--- src/sv/cvm_pkg.sv ---
`timescale 1ns / 1ps

package cvm_pkg;

    localparam int MvW    = 16;
    localparam int SumW   = 20;
    localparam int IdxW   = 4;
    localparam int CountW = 5;

    localparam logic [MvW-1:0] UvLimitReset = 16'd2500;
    localparam logic [MvW-1:0] OvLimitReset = 16'd4200;

    // configuration register indexes
    localparam logic CfgUvLimit = 1'b0;
    localparam logic CfgOvLimit = 1'b1;

    typedef enum logic [1:0] {
        FaultOk      = 2'd0,
        FaultInvalid = 2'd1,
        FaultUv      = 2'd2,
        FaultOv      = 2'd3
    } t_fault;

    typedef struct packed {
        logic [MvW-1:0] cell_mv;
        logic           last_cell;
        logic           acquisition_failed;
    } t_cell_in;

    typedef struct packed {
        logic            data_valid;
        logic [SumW-1:0] pack_mv;
        logic [MvW-1:0]  min_mv;
        logic [IdxW-1:0] min_cell;
        logic [MvW-1:0]  max_mv;
        logic [IdxW-1:0] max_cell;
        logic [MvW-1:0]  spread_mv;
        t_fault          fault_code;
        logic [IdxW-1:0] fault_cell;
        logic            fault_active;
    } t_cell_result;

    typedef struct packed {
        logic [MvW-1:0] uv_mv;
        logic [MvW-1:0] ov_mv;
    } t_limits;

    // what the accumulator tells the pipeline control about the word it holds
    typedef struct packed {
        logic ends_set;
    } t_accum_status;

endpackage

--- src/sv/cvm_accum.sv ---
`timescale 1ns / 1ps

module cvm_accum #(
    parameter int CELL_COUNT = 7
) (
    input  logic                     i_clk,
    input  logic                     i_rst_n,
    input  logic                     i_advance,
    input  cvm_pkg::t_cell_in        i_word,
    input  cvm_pkg::t_limits         i_limits,
    output cvm_pkg::t_accum_status   o_status,
    output cvm_pkg::t_cell_result    o_result
);

    localparam logic [cvm_pkg::CountW-1:0] CountFull = cvm_pkg::CountW'(CELL_COUNT);
    localparam logic [cvm_pkg::CountW-1:0] CountOver = cvm_pkg::CountW'(CELL_COUNT + 1);

    logic [cvm_pkg::SumW-1:0]   r_sum,     n_sum;
    logic [cvm_pkg::MvW-1:0]    r_min,     n_min;
    logic [cvm_pkg::IdxW-1:0]   r_min_idx, n_min_idx;
    logic [cvm_pkg::MvW-1:0]    r_max,     n_max;
    logic [cvm_pkg::IdxW-1:0]   r_max_idx, n_max_idx;
    logic [cvm_pkg::CountW-1:0] r_cnt,     n_cnt;
    cvm_pkg::t_fault            r_fault,   n_fault;
    logic [cvm_pkg::IdxW-1:0]   r_flt_idx, n_flt_idx;

    logic [cvm_pkg::IdxW-1:0] idx;
    logic                     ends_set;

    assign idx      = r_cnt[cvm_pkg::IdxW-1:0];
    assign ends_set = i_word.acquisition_failed | i_word.last_cell;

    // running statistics with this word folded in
    always_comb begin
        n_sum     = r_sum;
        n_min     = r_min;
        n_min_idx = r_min_idx;
        n_max     = r_max;
        n_max_idx = r_max_idx;
        n_cnt     = r_cnt;
        n_fault   = r_fault;
        n_flt_idx = r_flt_idx;
        if (r_cnt < CountFull) begin
            n_sum = r_sum + cvm_pkg::SumW'(i_word.cell_mv);
            if (r_cnt == '0) begin
                n_min     = i_word.cell_mv;
                n_min_idx = idx;
                n_max     = i_word.cell_mv;
                n_max_idx = idx;
            end else begin
                if (i_word.cell_mv < r_min) begin
                    n_min     = i_word.cell_mv;
                    n_min_idx = idx;
                end
                if (i_word.cell_mv > r_max) begin
                    n_max     = i_word.cell_mv;
                    n_max_idx = idx;
                end
            end
            if (r_fault == cvm_pkg::FaultOk) begin
                if (i_word.cell_mv < i_limits.uv_mv) begin
                    n_fault   = cvm_pkg::FaultUv;
                    n_flt_idx = idx;
                end else if (i_word.cell_mv > i_limits.ov_mv) begin
                    n_fault   = cvm_pkg::FaultOv;
                    n_flt_idx = idx;
                end
            end
            n_cnt = r_cnt + 1'b1;
        end else begin
            n_cnt = CountOver;
        end
    end

    always_comb begin
        o_status.ends_set = ends_set;
        o_result          = '0;
        if (i_word.acquisition_failed || (n_cnt != CountFull)) begin
            o_result.fault_code   = cvm_pkg::FaultInvalid;
            o_result.fault_active = 1'b1;
        end else begin
            o_result.data_valid   = 1'b1;
            o_result.pack_mv      = n_sum;
            o_result.min_mv       = n_min;
            o_result.min_cell     = n_min_idx;
            o_result.max_mv       = n_max;
            o_result.max_cell     = n_max_idx;
            o_result.spread_mv    = n_max - n_min;
            o_result.fault_code   = n_fault;
            o_result.fault_cell   = n_flt_idx;
            o_result.fault_active = (n_fault != cvm_pkg::FaultOk);
        end
    end

    always_ff @(posedge i_clk) begin
        if (!i_rst_n || (i_advance && ends_set)) begin
            r_sum     <= '0;
            r_min     <= '0;
            r_min_idx <= '0;
            r_max     <= '0;
            r_max_idx <= '0;
            r_cnt     <= '0;
            r_fault   <= cvm_pkg::FaultOk;
            r_flt_idx <= '0;
        end else if (i_advance) begin
            r_sum     <= n_sum;
            r_min     <= n_min;
            r_min_idx <= n_min_idx;
            r_max     <= n_max;
            r_max_idx <= n_max_idx;
            r_cnt     <= n_cnt;
            r_fault   <= n_fault;
            r_flt_idx <= n_flt_idx;
        end
    end

endmodule

--- src/sv/cvm_out_reg.sv ---
`timescale 1ns / 1ps

module cvm_out_reg (
    input  logic                  i_clk,
    input  logic                  i_rst_n,
    input  logic                  i_load,
    input  cvm_pkg::t_cell_result i_word,
    input  logic                  i_ready,
    output logic                  o_valid,
    output cvm_pkg::t_cell_result o_word
);

    logic                  r_valid;
    cvm_pkg::t_cell_result r_word;

    always_ff @(posedge i_clk) begin
        if (!i_rst_n) begin
            r_valid <= 1'b0;
        end else if (i_load) begin
            r_valid <= 1'b1;
        end else if (i_ready) begin
            r_valid <= 1'b0;
        end
    end

    always_ff @(posedge i_clk) begin
        if (i_load) begin
            r_word <= i_word;
        end
    end

    assign o_valid = r_valid;
    assign o_word  = r_word;

endmodule

--- src/sv/cell_voltage_monitor.sv ---
`timescale 1ns / 1ps

// Channel  Direction  Handshake                  Word
// in       input      i_in_valid / o_in_ready    t_cell_in: one cell reading
// out      output     o_out_valid / i_out_ready  t_cell_result: one per set
// cfg      input      i_cfg_valid / o_cfg_ready  index + 16-bit limit
//
// One word per cycle sustained unless a set-ending word waits on the result.
// A reading lands in the input register, is folded into the running set
// state as it advances; a set-ending word also loads the result register then.
// Reset (synchronous, active low) clears the set state and both valids and
// loads the limits with 2500 mV / 4200 mV.
// A stalled result holds only set-ending words; other readings keep flowing.

module cell_voltage_monitor #(
    parameter int CELL_COUNT = 7
) (
    input  logic                  i_clk,
    input  logic                  i_rst_n,
    input  logic                  i_in_valid,
    output logic                  o_in_ready,
    input  cvm_pkg::t_cell_in     i_in_word,
    output logic                  o_out_valid,
    input  logic                  i_out_ready,
    output cvm_pkg::t_cell_result o_out_word,
    input  logic                  i_cfg_valid,
    output logic                  o_cfg_ready,
    input  logic                  i_cfg_index,
    input  logic [15:0]           i_cfg_data
);

    // limit registers
    cvm_pkg::t_limits r_limits;

    // input register
    logic              r_in_valid;
    cvm_pkg::t_cell_in r_in_word;

    logic                   advance;
    cvm_pkg::t_accum_status status;
    cvm_pkg::t_cell_result  result;

    assign o_cfg_ready = 1'b1;

    always_ff @(posedge i_clk) begin
        if (!i_rst_n) begin
            r_limits.uv_mv <= cvm_pkg::UvLimitReset;
            r_limits.ov_mv <= cvm_pkg::OvLimitReset;
        end else if (i_cfg_valid) begin
            unique case (i_cfg_index)
                cvm_pkg::CfgUvLimit: r_limits.uv_mv <= i_cfg_data;
                cvm_pkg::CfgOvLimit: r_limits.ov_mv <= i_cfg_data;
                default: ;
            endcase
        end
    end

    // The held word moves on unless it ends a set and the result slot is
    // still occupied by an untaken result.
    assign advance    = r_in_valid && (!status.ends_set || !o_out_valid || i_out_ready);
    assign o_in_ready = !r_in_valid || advance;

    always_ff @(posedge i_clk) begin
        if (!i_rst_n) begin
            r_in_valid <= 1'b0;
        end else if (o_in_ready) begin
            r_in_valid <= i_in_valid;
        end
    end

    always_ff @(posedge i_clk) begin
        if (o_in_ready && i_in_valid) begin
            r_in_word <= i_in_word;
        end
    end

    cvm_accum #(
        .CELL_COUNT (CELL_COUNT)
    ) u_accum (
        .i_clk     (i_clk),
        .i_rst_n   (i_rst_n),
        .i_advance (advance),
        .i_word    (r_in_word),
        .i_limits  (r_limits),
        .o_status  (status),
        .o_result  (result)
    );

    cvm_out_reg u_out (
        .i_clk   (i_clk),
        .i_rst_n (i_rst_n),
        .i_load  (advance && status.ends_set),
        .i_word  (result),
        .i_ready (i_out_ready),
        .o_valid (o_out_valid),
        .o_word  (o_out_word)
    );

endmodule

--- config.mk ---
export PLATFORM = sky130hd
export DESIGN_NAME = cell_voltage_monitor
export DESIGN_NICKNAME = d
export VERILOG_FILES = /design/src/sv/cvm_pkg.sv /design/src/sv/cvm_accum.sv /design/src/sv/cvm_out_reg.sv /design/src/sv/cell_voltage_monitor.sv
export SDC_FILE = /design/constraint.sdc
export NUM_CORES = 1
export LEC_CHECK = 0
export BUFFER_PORTS_ARGS = -buffer_cell sky130_fd_sc_hd__buf_2
export CORE_ASPECT_RATIO = 0.8
export CORE_UTILIZATION = 35
export DETAILED_ROUTE_END_ITERATION = 16
export GPL_TIMING_DRIVEN = 1
export PLACE_DENSITY = 0.57
export SYNTH_ARGS = -nofsm -noshare
export SYNTH_HDL_FRONTEND = slang
export SYNTH_SLANG_ARGS = --single-unit
--- constraint.sdc ---
create_clock -name i_clk -period 4.6 [get_ports i_clk]
set_clock_uncertainty 0.05 [all_clocks]
set_input_delay 0.92 -clock i_clk [delete_from_list [all_inputs] [get_ports i_clk]]
set_output_delay 0.92 -clock i_clk [all_outputs]
set_load 0.02 [all_outputs]
==> summary.md <==
| Metric | Value |
|---|---|
| Syn. warnings | 0 |
| Worst Tran Pin Value | 0.987 ns |
| Cell area after layout | 0.0132 mm2 |
| Post-Syn Area | 0.0110 mm2 |
| Die height | 160 um |
| Share of cells above drive strength 1 | 18.7% |
| Top post-synthesis cells by count | nor2_1 (149), nand2_1 (121), dfxtp_1 (105) |
| Endpoints failing setup | 0 |
| Cells after synthesis | 1,155 |
| Core area | 0.0306 mm2 |
| Sequential fraction of the synthesis area | 47.0% |
| GPL Wtd Cong | 0.895 |
| Util after Layout | 43.2% |
| Cell-by-cell trace of the critical path | ha_4, nand4_1, or4_4, a21oi_2, or4_1, and2_4, mux2i_1, ha_2, fa_2, nor2b_2, o21ai_0, a21boi_1, o2111a_1, o2111ai_2, nor3b_1, or4_1, nand2_1 |
| Sw Ratio | 27.4% |
| Fin cells | 1,746 |
| Most frequent CP cell | or4_1 |
| # Max-Cap Violations | 0 |
| Avg Cell Area, Syn | 9.50 um2 |
| Number of detailed-route iterations in the first pass | 5 |
| Total GRT Usage | 19.0% |
| Min Hold Slack | 0.377 ns |
| Number of synthesized flops with an enable pin | 102 |
| Initial antenna violation count | 2 |
| Die width | 200 um |
| Max incr delay on CP | 0.57 ns |
| 1st-iter DRT viols | 512 |
| Final setup TNS | 0 ns |
| CTS tree | yes |
| Diodes inserted | 0 |
| Area delta synth->final | 20.3% |
| CTS root buffer | clkbuf_16 |
| CTS buffer count | 23 |
| Synth area leader | edfxtp_1 |
| Crit. End Element | register |
| Post-Syn Nets | 1,292 |
| Die ar. | 0.0321 mm2 |
| Clock Sinks | 207 |
| Worst hold path class | register to register |
| Psw | 1.27 mW |
| CP required | 4.93 ns |
| Via density per instance | 4.99 |
| CP Class | register to register |
| Final WS setup | 0.185 ns |
| WL per Instance | 17.4 um |
| FF+latch count, synth | 207 |
| DR vias | 8,706 |
| Bufs on Longest Clock Path | 3 |
| Clock transition at path regs | 0.06 ns |
| # DRC | 0 |
| Worst path slowest cell | or4_4 |
| Post-DRT Antenna Nets | 0 |
| Port Buffer Count | 125 |
| Run status | completed |
| Htree depth | 1 |
| Worst EP arrival | 4.75 ns |
| Final Hold Viols | 0 |
| Slew Limit Fails | 0 |
| Pre-CTS setup slack | 0.0552 ns |
| F_max | 226 MHz |
| Starting Density | 35.9% |
| Post-CTS Hold Fix Bufs | 0 |
| Tot Pwr | 4.65 mW |
| Gate power share | 16.5% |
| Layout Nets | 1,453 |
| DPL Wire Length | 22,400 um |
| Fin crit period | 4.42 ns |
| Std cell rows | 57 |
| Dpl cells | 1,697 |
| Area after DPL | 0.0123 mm2 |
| Power Density | 352 mW/mm2 |
| Slew HR | 34.2% |
| Clk Latency, worst-skew pair | 0.53 ns |
| Proportion of netlist area held by the largest area contributor | 27.9% |
| Part of the power in registers | 44.0% |
| # IOs | 127 |
| Maximum VDD drop | 0.233 mV |
| First-pass GRT wire length | 46,800 um |
| Worst path bufs/invs | 0 |
| Critical path launch point type | register |
| Clk pwr share | 39.5% |
| Remaining Overflow, GRT | 0 |
| Fin crit share | 96.0% |
| Family with the most delay on the worst path | simple AND/OR/NAND/NOR gates |
| Vias in the first global route | 8,334 |
| Async set-reset flop share out of synthesis | 0% |
| Ys flop type | dfxtp_1 |
| RSZ-0062 raised after global routing | true |
| Max FO, Critical Path | 7 |
| Leakage power | 5.32 nW |
| DRT Wirelength | 30,300 um |
| Top post-synthesis cells by area | edfxtp_1 (28%), dfxtp_1 (19%), ha_1 (11%) |
| Most frequent cell after synthesis | nor2_1 |
| Synth unique cells | 67 |
| Internal Power | 3.37 mW |
| Largest net degree at the start of global routing | 58 |
[sequential cells by signal, indices dropped and copies added (netlist names)]
signal / count
u_out.o_word: 84
r_limits: 32
u_accum.r_sum: 20
r_in_word: 18
u_accum.r_max: 16
u_accum.r_min: 16
u_accum.r_cnt: 5
u_accum.r_flt_idx: 4
u_accum.r_max_idx: 4
u_accum.r_min_idx: 4
u_accum.r_fault: 2
r_in_valid: 1
u_out.o_valid: 1
[power by group through the flow]
stage	sequential [mW]	combinational, mW	clock (mW)
detailed placement	2.09	0.740	0
floorplan	2.13	0.454	0
global route	2.05	0.852	1.93
CTS	2.05	0.745	1.87
finish	2.05	0.766	1.84
global placement	2.09	0.731	0
[path summary, 6_finish.rpt]
check / start / depth (start not counted) / to / slack (ns)
max: r_in_word[13]$_DFFE_PP_ / 17 / u_out.o_word[21]$_SDFFCE_PN0P_ / 0.18
min: u_accum.r_max_idx[3]$_SDFFE_PP0P_ / 2 / u_accum.r_max_idx[3]$_SDFFE_PP0P_ / 0.38
max reg2reg: r_in_word[13]$_DFFE_PP_ / 17 / u_out.o_word[21]$_SDFFCE_PN0P_ / 0.18
min reg2reg: u_accum.r_max_idx[3]$_SDFFE_PP0P_ / 2 / u_accum.r_max_idx[3]$_SDFFE_PP0P_ / 0.38
[repair_timing]
item / in CTS / in global routing
hold endpoints to repair: 0 / 0
resized for setup: 0 / 19
pin swaps: 2 / 6
setup buffers: 0 / 7
setup endpoints to repair: 1 / 7
[metal layers]
metal | up-vias | share of wire, % | track usage (%)
met1 | 4087 | 51 | 29.2
met3 | 34 | 5.3 | 2.50
li1 | 4366 | - | -
met2 | 219 | 42 | 28.2
met4 | 0 | 1.7 | 3.47
met5 | - | 0 | 0
[final cells by class]
cell class,instances,area [um2]
inverter,79,298
multi-input combinational,820,5400
timing repair buffer,185,1100
clock inverter,9,76.3
tap,413,517
clock buffer,33,664
sequential,207,5160
fill,2988,17400
[worst min-delay path: cells and delay by family, from the launching register on]
family           cells  cell delay (ns)
DFF                  1             0.31
and+or+nand+nor      2             0.08
[cell families (layout without fill, tap and decap cells)]
group	after synthesis	in the layout	share of synthesized area, %
compound gates	255	255	14.5
xor+xnor	28	28	2.23
fa+ha+maj	97	97	11.2
buf+inv	128	306	4.64
flops	207	207	47.0
mux	46	46	4.23
other cells	1	1	0.0342
simple gates	393	393	16.2
[cells in the final DEF, fill, tap and decap left out, types with 5 or more instances in the layout]
cell type  synthesis  layout
nor3_1            14      14
xnor2_1           15      15
nand3_1           17      16
edfxtp_1         102     102
o21ai_1            6      11
clkbuf_1          34       6
a21boi_0          26      25
nor2_1           149     148
inv_1             78      77
nor2b_1           14      12
clkinv_2           0       7
a211oi_1           5       5
clkbuf_16          0      24
xor2_1            13      13
ha_1              95      90
buf_2              8     125
or3_1              8       8
nand4_1           12      12
a21oi_1           86      83
buf_4              3      57
a21o_1            20      20
o211ai_1          13      13
o21a_1             7       7
dfxtp_1          105     105
nand2b_1          13      13
and2_1            23      23
o21ai_0           57      52
mux2i_1           43      43
nand2_1          121     121
No activity file was read; power rests on OpenSTA's default activity.
